**src/sv/mdh_pkg.sv**
```systemverilog
// shared types, constants and helper functions of the manhattan distance heat map
// no dependencies
package mdh_pkg;

  localparam int MAX_ROWS = 128;
  localparam int MAX_COLS = 128;
  localparam int CELLS    = MAX_ROWS * MAX_COLS;
  localparam int ADDR_W   = $clog2(CELLS);
  localparam int ROW_W    = $clog2(MAX_ROWS);
  localparam int COL_W    = $clog2(MAX_COLS);
  localparam int DIST_W   = $clog2(MAX_ROWS + MAX_COLS) + 1;
  localparam int DIM_W    = 9;
  localparam int HEAT_W   = 9;
  localparam int HEAT_CAP = 255;

  typedef logic [ADDR_W-1:0] addr_t;
  typedef logic [DIST_W-1:0] dist_t;
  typedef logic signed [HEAT_W-1:0] heat_t;

  localparam dist_t FAR_AWAY = '1;
  localparam heat_t HEAT_OWN = -9'sd1;
  localparam heat_t HEAT_OPP = -9'sd2;
  localparam heat_t HEAT_NONE = -9'sd1;

  localparam logic [1:0] CODE_EMPTY = 2'd0;
  localparam logic [1:0] CODE_OWN   = 2'd1;
  localparam logic [1:0] CODE_OPP   = 2'd2;
  localparam logic [1:0] CODE_BAD   = 2'd3;

  localparam logic [1:0] CFG_GRID_ROWS   = 2'd0;
  localparam logic [1:0] CFG_GRID_COLS   = 2'd1;
  localparam logic [1:0] CFG_TARGET_CODE = 2'd2;

  typedef enum logic [1:0] {
    REQ_LOAD  = 2'd0,
    REQ_BUILD = 2'd1,
    REQ_READ  = 2'd2,
    REQ_NB    = 2'd3
  } req_t;

  typedef enum logic [3:0] {
    DP_NOP,
    DP_LATCH,
    DP_LOAD,
    DP_RD_USE,
    DP_NB_START,
    DP_NB_ISSUE,
    DP_NB_USE,
    DP_FW_START,
    DP_FW_ISSUE,
    DP_FW_USE,
    DP_BW_USE,
    DP_RESP
  } dp_cmd_t;

  typedef enum logic [3:0] {
    ST_IDLE,
    ST_DISPATCH,
    ST_LOAD,
    ST_RD_ISSUE,
    ST_RD_USE,
    ST_NB_ISSUE,
    ST_NB_USE,
    ST_FW_ISSUE,
    ST_FW_USE,
    ST_BW_ISSUE,
    ST_BW_USE,
    ST_RESP
  } state_t;

  typedef struct packed {
    req_t req;
    logic in_grid;
    logic fw_last;
    logic bw_last;
    logic nb_last;
    logic out_free;
  } dp_status_t;

  function automatic addr_t cell_idx(logic [ROW_W-1:0] r, logic [COL_W-1:0] c);
    cell_idx = ADDR_W'(ADDR_W'(r) * ADDR_W'(MAX_COLS) + ADDR_W'(c));
  endfunction

  function automatic dist_t min_plus_one(dist_t cur, dist_t nb);
    if (nb != FAR_AWAY && (nb + dist_t'(1)) < cur) begin
      min_plus_one = nb + dist_t'(1);
    end else begin
      min_plus_one = cur;
    end
  endfunction

endpackage

```
**src/sv/mdh_ctrl.sv**
```systemverilog
// controller state machine: sequences loads, reads, neighbor scans and builds
// depends on mdh_pkg
module mdh_ctrl
  import mdh_pkg::*;
(
  input  logic       clk,
  input  logic       rst_n,
  input  logic       in_valid,
  output logic       in_ready,
  input  dp_status_t status,
  output dp_cmd_t    cmd
);

  state_t state_r, state_nxt;

  always_ff @(posedge clk) begin
    if (!rst_n) begin
      state_r <= ST_IDLE;
    end else begin
      state_r <= state_nxt;
    end
  end

  always_comb begin
    state_nxt = state_r;
    case (state_r)
      ST_IDLE: begin
        if (in_valid) state_nxt = ST_DISPATCH;
      end
      ST_DISPATCH: begin
        if (status.req == REQ_BUILD) begin
          state_nxt = ST_FW_ISSUE;
        end else if (!status.in_grid) begin
          state_nxt = ST_RESP;
        end else if (status.req == REQ_LOAD) begin
          state_nxt = ST_LOAD;
        end else if (status.req == REQ_READ) begin
          state_nxt = ST_RD_ISSUE;
        end else begin
          state_nxt = ST_NB_ISSUE;
        end
      end
      ST_LOAD:     state_nxt = ST_RESP;
      ST_RD_ISSUE: state_nxt = ST_RD_USE;
      ST_RD_USE:   state_nxt = ST_RESP;
      ST_NB_ISSUE: state_nxt = ST_NB_USE;
      ST_NB_USE:   state_nxt = status.nb_last ? ST_RESP : ST_NB_ISSUE;
      ST_FW_ISSUE: state_nxt = ST_FW_USE;
      ST_FW_USE:   state_nxt = status.fw_last ? ST_BW_ISSUE : ST_FW_ISSUE;
      ST_BW_ISSUE: state_nxt = ST_BW_USE;
      ST_BW_USE:   state_nxt = status.bw_last ? ST_RESP : ST_BW_ISSUE;
      ST_RESP: begin
        if (status.out_free) state_nxt = ST_IDLE;
      end
      default: state_nxt = ST_IDLE;
    endcase
  end

  always_comb begin
    in_ready = 1'b0;
    cmd      = DP_NOP;
    case (state_r)
      ST_IDLE: begin
        in_ready = rst_n;
        if (rst_n && in_valid) cmd = DP_LATCH;
      end
      ST_DISPATCH: begin
        if (status.req == REQ_BUILD) begin
          cmd = DP_FW_START;
        end else if (status.in_grid && status.req == REQ_NB) begin
          cmd = DP_NB_START;
        end
      end
      ST_LOAD:     cmd = DP_LOAD;
      ST_RD_USE:   cmd = DP_RD_USE;
      ST_NB_ISSUE: cmd = DP_NB_ISSUE;
      ST_NB_USE:   cmd = DP_NB_USE;
      ST_FW_ISSUE: cmd = DP_FW_ISSUE;
      ST_FW_USE:   cmd = DP_FW_USE;
      ST_BW_USE:   cmd = DP_BW_USE;
      ST_RESP: begin
        if (status.out_free) cmd = DP_RESP;
      end
      default: cmd = DP_NOP;
    endcase
  end

endmodule

```
**config.mk**
```make
export PLATFORM = sky130hd
export DESIGN_NAME = mdh_ctrl
export DESIGN_NICKNAME = d
export VERILOG_FILES = /design/src/sv/mdh_pkg.sv /design/src/sv/mdh_ctrl.sv
export SDC_FILE = /design/constraint.sdc
export NUM_CORES = 1
export LEC_CHECK = 0
export ABC_AREA = 1
export BUFFER_PORTS_ARGS = -buffer_cell sky130_fd_sc_hd__buf_2
export CAP_MARGIN = 40
export CELL_PAD_IN_SITES_DETAIL_PLACEMENT = 2
export CELL_PAD_IN_SITES_GLOBAL_PLACEMENT = 2
export CORE_MARGIN = 10
export CORE_UTILIZATION = 24
export CTS_CLUSTER_SIZE = 10
export DETAILED_ROUTE_END_ITERATION = 7
export PLACE_DENSITY_LB_ADDON = 0.1
export SYNTH_ARGS = -nofsm -noshare
export SYNTH_HDL_FRONTEND = slang
export SYNTH_SLANG_ARGS = --single-unit
```
**constraint.sdc**
```tcl
create_clock -name clk -period 2.05 [get_ports clk]
set_input_delay 0.1025 -clock clk [delete_from_list [all_inputs] [get_ports clk]]
set_output_delay 0.1025 -clock clk [all_outputs]
set_load 0.03 [all_outputs]
```
After elaboration in Yosys (flattened, before gate mapping). Index checks and enable logic that the tools add are counted.

Bits in registers: 4. Bits in latches: 0. Memory bits (writable): 0. Bits in read-only memories: 0. Bits of input ports: 10. Output and inout bits: 5. Word-level logic and storage cells: 39. Memories: 0.

Add/subtract/negate cells: 0. Multiply operators: 0. Divide/modulo/power cells: 0. Magnitude comparators: 0. Equality and inequality tests: 16. Shift-type cells: 0. Multiplexer cells: 16. Bitwise gates (word level): 0. Reductions and logical operators: 6.

Operator list (count): $pmux 4 s11 (1); $pmux 4 s10 (1); $mux 4 (7); $eq 4x3->1 const B (4); $eq 4x4->1 const B (4); $mux 3 (4); $eq 4x2->1 const B (2); $eq 2x2->1 const B (2); $eq 4x1->1 const B (1); $logic_not 4->1 (1); $ne 2x2->1 const B (2); $eq 2x1->1 const B (1); $logic_and 1x1->1 (2); $logic_not 2->1 (1); $mux 1 (2); $mux 2 (1); $reduce_and 2->1 (1); $reduce_or 2->1 (1).

Logic depth before layout (Yosys ltp).
Depth in word-level cells: 6. Depth in mapped cells: 9. Gate-level depth less buffers: 9.

Worst setup path before layout. No wires, ideal clock.

Kind: register to output. Start point: register state_r[3]. End point: output port cmd[0]. Arrival: 1442 ps. Required time: 1947 ps. Slack: 505 ps. Cell stages (with the launch flop): 6. Path buffers: 0. Cells stage by stage: dfxtp_1 -> nor2_1 -> nand2_1 -> nor2_1 -> nand2_1 -> nand3_1.

Longest elaborated chain between the ends: 2. Elaborated cells on any way between the ends: 11. Classes of those cells: eq/ne: 9; mux: 1; reduce/logical: 1.

Ends and longest elaborated chain: from (decl) (line mdh_ctrl.sv:14) `state_t state_r, state_nxt;`; from (signal assigned) (line mdh_ctrl.sv:20) `state_r <= state_nxt;`; $eq 4x4->1, or another cell as far along (line mdh_ctrl.sv:62) `case (state_r)`; $pmux 4 s10 (*) (line mdh_ctrl.sv:62); to (decl) (line mdh_ctrl.sv:11) `output dp_cmd_t cmd`.

Mark *: on every way between the ends. The rest lies on a longest branch, timed or not.

Final worst setup path. Same ends and word-level chain as after synthesis.

==> impl_metrics.csv <==
group,metric,value,unit
place,hpwl,1.52,mm
timing,rsz0062_at_grt,"no",
critical_path,worstSetupPathType,"register to output port",
timing,max_freq,625,MHz
synth,ys_warn_count,0,
global_route,grt_max_degree,7,
global_route,grt_pass1_wl,2.84,mm
critical_path,rrSetupSlack,0.77,ns
clocking,cts_tree,"yes",
clocking,clock_sinks,4,
timing,finalHoldViolations,0,
global_route,grt_pass1_vias,660,
timing,timing.slew.headroom,75.2,%
critical_path,reg2reg_depth,5,
route,wl,1.72,mm
finish,reg.largest.list,"state_r x4",
synth,syn_area_per_cell,5.57,µm²
synth,ys_seq_elements,4,
finish,synthToLayoutAreaGrowth,27.1,%
clocking,clk_latency,0.23,ns
run_status,status,"finished clean",
power,irDropWorstVdd,0.000619,V
critical_path,end_kind,"output port",
die,die_w,63.6,µm
synth,synth_cells,82,
route,drcViolationCount,0,
timing,fin_crit,1.60,ns
finish,final_area,581,µm²
finish,fin_nets,111,
finish,largest_register,"state_r",
clocking,cts_buffers,3,
route,drt_iter0_drc,9,
min_path,hold_depth,3,
clocking,cts_root_buf,"clkbuf_4",
die,coreArea,1760,µm²
route,dr_total_vias,607,
timing,fin_tns_setup,0,ns
synth,syn-num-nets,92,
power,p_total,0.909,mW
die,dieArea,4050,µm²
place,io_buffers,14,
clocking,cts_max_level,1,
finish,n_fill_cell,238,
route,wl_per_cell,13.8,µm
synth,synth_area,457,µm²
synth,yosysSeqAreaShare,17.5,%
die,ios,15,
critical_path,r2r-start,"state_r[3]",
power,pwr_density_cell,1570,nW/µm²
global_route,grt-ovfl-total,0,
timing,drv_slew,0,
synth,yosysUniqueCellTypes,18,
route,ant_nets,0,
place,gp_congestion,0.795,
route,first_pass_iters,2,
min_path,min_path_type,"primary input to register",
critical_path,crit_path_max_fanout,4,
clocking,clk_pin_slew,0.04,ns
timing,worstMarginPinSlew,0.371,ns
route,avgViaCountPerCell,4.90,
critical_path,crit_arrival,1.50,ns
timing,setup_viol,0,
clocking,cts_setup_buffers,0,
timing,finalClockSkew,0.00176,ns
place,post_dp_cell_area,558,µm²
flow_run,max-cap-violations,0,
clocking,ctsHoldBuffers,0,
global_route,antenna_found_initial,0,
critical_path,worstPathRequired,1.95,ns
global_route,track_usage,8.46,%
min_path,worstHoldStart,"rst_n",
clocking,cts.path.max_buffers,2,
die,start_util,25.9,%
critical_path,setup.worst_path.start,"state_r[3]",
die,fp-row-count,15,
die,die_y,63.6,µm
timing,fin_crit_sh,78.0,%
finish,final_layout_size_suffix_gt1_share,29.3,%
power,leakagePower,0.330,nW
clocking,post_cts_resized,0,
critical_path,setup.worst_path.start_class,"register",
finish,largest_reg_flops,4,
critical_path,r2r-end,"state_r[0]",
finish,diodes,0,
min_path,hold_end,"state_r[1]",
report_power, final:
part           internal (mW)  switching [mW]  total (mW)
clock                 0.0653          0.0286      0.0939
combinational          0.198           0.461       0.659
sequential             0.111          0.0451       0.156
kinds of logic (layout without fill, tap and decap cells):
kind of cell | Yosys count | in the layout | share of synthesized area (%)
AND/OR/NAND/NOR | 59 | 59 | 62.7
buffers and inverters | 12 | 29 | 9.86
AO/OA/AOI/OAI | 7 | 7 | 9.86
flip-flops | 4 | 4 | 17.5
stage by stage:
stage / hold slack, ns / utilization (%) / cells / worst slack, ns
global placement: 0.329 / 31.6 / 121 / 0.670
floorplan: 0.200 / - / 82 / 0.505
global route: 0.102 / 32.9 / 124 / 0.274
detailed placement: 0.332 / 31.6 / 121 / 0.656
finish: 0.0948 / 32.9 / 124 / 0.450
CTS: 0.0950 / 32.9 / 124 / 0.399
how the worst max path moves through the flow:
| stage | endpoint | slack [ns] |
|---|---|---|
| finish | cmd[0] | 0.45 |
| global route | cmd[0] | 0.27 |
| CTS | cmd[0] | 0.40 |
| detailed placement | cmd[0] | 0.66 |
| global placement | cmd[0] | 0.67 |
| floorplan | cmd[0] | 0.51 |
placed cells by master, fill, tap and decap left out, drive strengths merged:
master and n:
o2111ai 1, a21oi 4, nand4 1, o21ai 1
nand3 15, o211ai 1, or2 1, nand3b 1
nor2 15, nand2 26, dfxtp 4, inv 12
buf 14, clkbuf 3
routing by layer:
layer  up-vias  share of wire, %  GRT usage (%)
li1        300                 -              -
met1       293                47           9.66
met2        12                48           14.3
met3         2               3.6           1.59
met4         0               1.1           4.64
met5         -                 0              0
synth_stat cells:
library cell | instances | share of area, %
o211ai_1 | 1 | 1.6
inv_2 | 3 | 2.5
nand4_1 | 1 | 1.4
nand3_1 | 14 | 15
nor2_1 | 11 | 9.0
nand2_2 | 3 | 4.1
a21oi_2 | 1 | 1.9
a21oi_1 | 3 | 3.3
nor2_2 | 1 | 1.4
o21ai_0 | 1 | 1.1
inv_1 | 9 | 7.4
nand2_1 | 23 | 19
nand3b_1 | 1 | 1.6
dfxtp_1 | 4 | 18
or2_0 | 1 | 1.4
o2111ai_1 | 1 | 1.9
nor2_4 | 3 | 7.4
nand3_2 | 1 | 2.2
critical path: stages (launching register included):
cell and delay [ns]:
dfxtp_1 0.35, nor2_1 0.33, nand2_1 0.12, nor2_1 0.13, nand2_1 0.07, nand3_1 0.07
buf_2 0.19
area by class of cell:
| type | instances | area [µm²] | share of cell area (%) |
|---|---|---|---|
| Clock buffer | 3 | 22.5 | 3.88 |
| Tap cell | 25 | 31.3 | 5.39 |
| Inverter | 12 | 45.0 | 7.76 |
| Timing Repair Buffer | 14 | 70.1 | 12.1 |
| Multi-Input combinational cell | 66 | 332 | 57.1 |
| Sequential cell | 4 | 80.1 | 13.8 |
Power figures use the tool's default switching activity.
